<file path="src/design/htw_pkg.sv">
// ----------------------------------------------------------------------------
// htw_pkg: shared types and constants for the Huffman tree-walk decoder
// Beat formats, node table entry, queue command and engine state encoding.
// ----------------------------------------------------------------------------
package htw_pkg;

  localparam int IDX_W     = 9;   // node index width
  localparam int SYM_W     = 8;   // symbol width
  localparam int BYTE_W    = 8;   // compressed byte width
  localparam int TOP_BIT   = 7;   // index of first bit consumed in a byte
  localparam int BITCNT_W  = 3;   // counts bits of one byte
  localparam int QDEPTH    = 2;   // command queue depth
  localparam int QPTR_W    = 1;
  localparam int QCNT_W    = 2;

  // Input beat
  typedef struct packed {
    logic              req_type;
    logic [IDX_W-1:0]  node_index;
    logic [IDX_W-1:0]  left_child;
    logic [IDX_W-1:0]  right_child;
    logic              is_leaf;
    logic [SYM_W-1:0]  leaf_symbol;
    logic [BYTE_W-1:0] code_byte;
  } in_t;

  // Output beat
  typedef struct packed {
    logic [SYM_W-1:0] symbol;
    logic             last;
    logic             error;
  } out_t;

  // One node table entry
  typedef struct packed {
    logic [IDX_W-1:0] left;
    logic [IDX_W-1:0] right;
    logic             leaf;
    logic [SYM_W-1:0] symbol;
  } node_t;

  typedef enum logic {
    CMD_LOAD   = 1'b0,
    CMD_DECODE = 1'b1
  } cmd_e;

  // Classified command held in the queue
  typedef struct packed {
    cmd_e              kind;
    logic [IDX_W-1:0]  node_index;
    node_t             node;
    logic [BYTE_W-1:0] code_byte;
  } cmd_t;

  typedef enum logic [2:0] {
    ST_IDLE,
    ST_POS,
    ST_BIT,
    ST_TAIL,
    ST_FLUSH
  } back_state_e;

  // Engine status seen by the top level
  typedef struct packed {
    logic busy;
    logic pend_valid;
  } htw_status_t;

endpackage

</file>
<file path="src/design/htw_front.sv">
// ----------------------------------------------------------------------------
// htw_front: input acceptance, classification and command queue
// Turns input beats into load/decode commands and buffers them.
// ----------------------------------------------------------------------------
module htw_front import htw_pkg::*; (
  input  logic  clk_i,
  input  logic  rst_ni,
  input  logic  in_valid_i,
  output logic  in_ready_o,
  input  in_t   in_data_i,
  output logic  cmd_valid_o,
  input  logic  cmd_ready_i,
  output cmd_t  cmd_o
);

  cmd_t              q_mem [QDEPTH];
  logic [QPTR_W-1:0] wptr_q, rptr_q;
  logic [QCNT_W-1:0] cnt_q;
  cmd_t              cmd_new;
  logic              push, pop;

  assign in_ready_o  = (cnt_q != QCNT_W'(QDEPTH));
  assign cmd_valid_o = (cnt_q != '0);
  assign cmd_o       = q_mem[rptr_q];
  assign push        = in_valid_i && in_ready_o;
  assign pop         = cmd_valid_o && cmd_ready_i;

  always_comb begin
    cmd_new.kind        = in_data_i.req_type ? CMD_DECODE : CMD_LOAD;
    cmd_new.node_index  = in_data_i.node_index;
    cmd_new.node.left   = in_data_i.left_child;
    cmd_new.node.right  = in_data_i.right_child;
    cmd_new.node.leaf   = in_data_i.is_leaf;
    cmd_new.node.symbol = in_data_i.leaf_symbol;
    cmd_new.code_byte   = in_data_i.code_byte;
  end

  always_ff @(posedge clk_i) begin
    if (push) begin
      q_mem[wptr_q] <= cmd_new;
    end
  end

  always_ff @(posedge clk_i or negedge rst_ni) begin
    if (!rst_ni) begin
      wptr_q <= '0;
      rptr_q <= '0;
      cnt_q  <= '0;
    end else begin
      if (push) begin
        wptr_q <= wptr_q + 1'b1;
      end
      if (pop) begin
        rptr_q <= rptr_q + 1'b1;
      end
      case ({push, pop})
        2'b10:   cnt_q <= cnt_q + 1'b1;
        2'b01:   cnt_q <= cnt_q - 1'b1;
        default: cnt_q <= cnt_q;
      endcase
    end
  end

endmodule

</file>
<file path="config.mk">
export PLATFORM = sky130hd
export DESIGN_NAME = htw_front
export DESIGN_NICKNAME = d
export VERILOG_FILES = /design/src/design/htw_pkg.sv /design/src/design/htw_front.sv
export SDC_FILE = /design/constraint.sdc
export NUM_CORES = 1
export LEC_CHECK = 0
export BUFFER_PORTS_ARGS = -buffer_cell sky130_fd_sc_hd__buf_2
export CAP_MARGIN = 20
export CORE_AREA = 2 2 97 99
export DETAILED_ROUTE_END_ITERATION = 10
export DIE_AREA = 0 0 99 101
export GPL_ROUTABILITY_DRIVEN = 0
export MAX_ROUTING_LAYER = met4
export PLACE_DENSITY = 0.63
export SETUP_SLACK_MARGIN = 0.4
export SYNTH_ARGS = -nofsm -noshare
export SYNTH_HDL_FRONTEND = slang
export SYNTH_SLANG_ARGS = --single-unit
</file>
<file path="constraint.sdc">
create_clock -name clk_i -period 4.3 [get_ports clk_i]
set_input_delay 0.645 -clock clk_i [delete_from_list [all_inputs] [get_ports clk_i]]
set_output_delay 0.645 -clock clk_i [all_outputs]
set_load 0.02 [all_outputs]
</file>
======== Word level (Yosys, flattened, before mapping) ========
Memory sizes are Yosys's and may differ from the RTL's.
Cells that the tools add are included.
cells by class
  add/sub/neg operators ................... 4
  reduce and logical (&&, ||, !) cells .... 4
  eq/ne operators ......................... 3
  multiplexer cells ....................... 4
operators with widths
  kind                   count
  $pmux W2 S2            1
  $reduce_bool A2 Y1     2
  $mux W1                3
  $add A1 B1 Y1 const B  2
  $add A2 B1 Y2 const B  1
  $eq A2 B1 Y1 const B   1
  $eq A2 B2 Y1 const B   1
  $logic_and A1 B1 Y1    2
  $ne A2 B2 Y1 const B   1
  $sub A2 B1 Y2 const B  1
word-level totals
  memories ................................ 1
  bits in writable memories ............... 90
  word-level logic and storage cells ...... 19
  register bits ........................... 4
memory list
  name   words  width  rd ports  clocked after memory_dff  write ports  line             text
  q_mem  2      45     1         0                         1            htw_front.sv:16  cmd_t q_mem [QDEPTH];

======== Depth between registers and ports, before layout ========
  depth after elaboration ................. 4
  depth in mapped cells ................... 6
  gate-level depth less buffers ........... 6

======== Least setup slack after synthesis ========
No wires, ideal clock.
  path type ............................... register -> register
  from .................................... register cnt_q[0]
  to ...................................... memory q_mem[0][0] in the netlist's numbering (enable)
  arrival ................................. 2698 ps
  path slack .............................. 1154 ps
  setup time .............................. 448 ps
  cell stages (with the launch flop) ...... 4
  data required time ...................... 3852 ps
  cells stage by stage .................... dfrtp_1 > nand2b_1 > nand2_1 > nor2_1
between the ends
  longest elaborated chain between the ends .. 4
ends and longest elaborated chain
  element                        line             text
  start: declaration             htw_front.sv:18  logic [QCNT_W-1:0] cnt_q;
  start signal: assignment       htw_front.sv:57  2'b10: cnt_q <= cnt_q + 1'b1;
  start signal: assignment       htw_front.sv:58  2'b01: cnt_q <= cnt_q - 1'b1;
  start signal: assignment       htw_front.sv:59  default: cnt_q <= cnt_q;
  $ne A2 B2 Y1                   htw_front.sv:22  assign in_ready_o = (cnt_q != QCNT_W'(QDEPTH));
  named net in_ready_o           htw_front.sv:9   output logic in_ready_o,
  $logic_and A1 B1 Y1            htw_front.sv:25  assign push = in_valid_i && in_ready_o;
  $mux W1                        htw_front.sv:39  if (push) begin
  $mux W1 (implied by the code)  htw_front.sv:40  q_mem[wptr_q] <= cmd_new;
  end: declaration               htw_front.sv:16
The timed path passes the listed nets, and every way through them passes these cells.

==> run metrics <==
status=completed; worst clock skew=10.8 ps; final hold violation count=0; n_diodes=0; Fillers=785; worst skew pair latency=350 ps; Starting DRT DRC Count=82; Mapped Cells=157; Mapped Area=3460 µm²; CP Cell Sequence=buf_16, mux2_2, buf_2; adder-cell share of the synthesized area=0.362%; post-CTS setup buffer count=0; Yosys top cell area share=78.1%; Max Cap Viol=0; largest area contributor in the netlist=edfxtp_1; CTS clk-pin slew, worst paths=80 ps; Synth area leaders=edfxtp_1 78%, mux2_2 15%, dfrtp_1 2.9%; simple-gate portion of the synthesized area=1.12%; Core ar.=8980 µm²; yosys warns=0; Area growth, synth to finish=23.7%; compound-cell area share of the yosys netlist=0%; Yosys reg bits=94; post-synthesis mux area share=14.6%; Worst path top cell family by delay=flip-flops; initial antenna violation count=0; post-CTS sizing=0; clock buffer depth=2; Synth Area in XOR/XNOR=1.27%; power per cell area=677 nW/µm²; pin count of the biggest net entering global routing=47; post-route ant nets=0; H-Tree Depth=3; chip height=101 µm; DR DRC count=0; DP Wirelength=3.60 mm; Ports=96; # rows=35; CP arrival=1880 ps; root buffer cell=clkbuf_8; Via-to-Cell Ratio=4.60; final net count=312; layout cell share with drive strength beyond 1=60.7%; maximum clock rate=0.397 GHz; power consumption=2900 µW; Leak Pwr=0.00159 µW; CP Buf/Inv Count=2; WS Path Type=flip-flop to primary output; Setup TNS Final=0 ps; RSZ-0062 raised after global routing=false; Final Cycle Share=58.6%; port bufs=95; GRT Overall Usage=12.0%; first-pass iteration count of the detailed router=4; count of cell types in the netlist=13; register area share after synthesis=81.0%; # hold bufs at CTS=0; Total Routed Length=5.58 mm; Crit path largest cell delay=760 ps; first-pass GRT wire length=8.81 mm; CTS tree=yes; Critical Path RT=3650 ps; setup violators final=0; syn nets=207; CP Capture Type=primary output; Final Critical Period=2520 ps; largest family of logic cells by synthesized area=multiplexers; grt ovf=0; Final Max Tran Viols=0; Slew headroom=41.1%; clk sinks=94; Hold/Removal Path Class=primary input to asynchronous set/reset pin; Worst Max-Slew Pin Slew=881 ps; final core occ=47.7%; Avg WL per Cell=14.8 µm; crit path max-delay cell type=dfrtp_2; Die ar.=10000 µm²; vias=1738; crit-path max FO=24; worst vdd ir=0.000353 V; startpoint types=flip-flop; Mapped Avg Cell Area=22.0 µm²; die width=99 µm; Starting Density=38.6%; number of buffers created by CTS=9; number of global-route vias before repair=1847
## routing by layer
metal	track usage, %	share of wire (%)	vias to the layer above
met5	-	0	-
met4	3.79	1.2	0
met3	4.92	7.4	5
met2	19.5	50	59
met1	13.6	42	852
li1	-	-	822
## through the flow
stage | setup slack (ps) | cell area [µm²] | hold slack [ps] | instances
after detailed placement | 1940 | 4040 | 454 | 360
after global placement | 1930 | 4040 | 455 | 360
final | 1780 | 4280 | 94.6 | 378
after floorplan | 1150 | 3460 | 349 | 157
after CTS | 1550 | 4230 | 71.7 | 376
after global routing | 1660 | 4280 | 74.9 | 378
## synth_stat cells
master	instances
and3_1	1
dfrtp_1	4
xnor2_1	3
or2_1	1
mux2_2	45
and2_4	1
edfxtp_1	90
buf_6	5
nor2_1	2
xor2_1	2
nand2_1	1
ha_1	1
nand2b_1	1
## cell type report
class	instances	area (µm²)	share of cell area (%)
Multi-Input combinational cell	58	611	14.3
Tap cell	111	139	3.24
Clock inverter	7	65.1	1.52
Sequential cell	94	2800	65.5
Timing Repair Buffer	99	538	12.6
Clock buffer	9	124	2.89
## kinds of logic (layout without fill, tap and decap cells)
family	Yosys count	after routing
muxes	45	45
and+or+nand+nor	7	7
xor gates and xnor gates	5	5
adders and majority gates	1	1
buffers and inverters	5	115
DFF	94	94
## worst paths after layout
path                                            from  slack, ps  cells after the start                endpoint
worst max register to register  cnt_q[0]$_DFFE_PN0P_       2260                      4  q_mem[0][30]$_DFFE_PP_
worst min register to register  cnt_q[1]$_DFFE_PN0P_        480                      1    cnt_q[1]$_DFFE_PN0P_
worst min-delay path                          rst_ni         90                      1      rptr_q$_DFFE_PN0P_
max in group asynchronous                     rst_ni       4080                      1      rptr_q$_DFFE_PN0P_
min in group clk_i                     in_data_i[42]        480                      1  q_mem[0][42]$_DFFE_PP_
worst max-delay path              rptr_q$_DFFE_PN0P_       1780                      3                cmd_o[9]
## worst register-to-register path: stages (launching register included)
cell,delay [ps]
dfrtp_1,410
nand2b_1,150
nand2_1,130
nor2_4,700
buf_4,350
## flip-flops by register name, indices dropped and copies added, names as in the netlist
register / count
q_mem: 90
wptr_q: 1
cnt_q: 2
rptr_q: 1
## report_power, final
part | switching, µW | internal (µW) | total [µW]
combinational | 566 | 429 | 995
clock | 288 | 264 | 551
sequential | 98.6 | 1250 | 1350
## placed cells by master (no fill, tap or decap)
master / instances
edfxtp_1: 90
nand2b_1: 1
clkbuf_8: 9
clkinv_1: 2
and2_4: 1
and3_2: 1
nor2_1: 1
dfrtp_1: 3
buf_12: 1
mux2_2: 45
xor2_1: 2
clkinvlp_4: 3
ha_1: 1
or2_1: 1
bufinv_16: 1
xnor2_1: 3
clkinv_2: 1
buf_16: 1
dfrtp_2: 1
nand2_1: 1
buf_4: 2
nor2_4: 1
buf_2: 95
No activity file was read; power rests on OpenSTA's default activity.
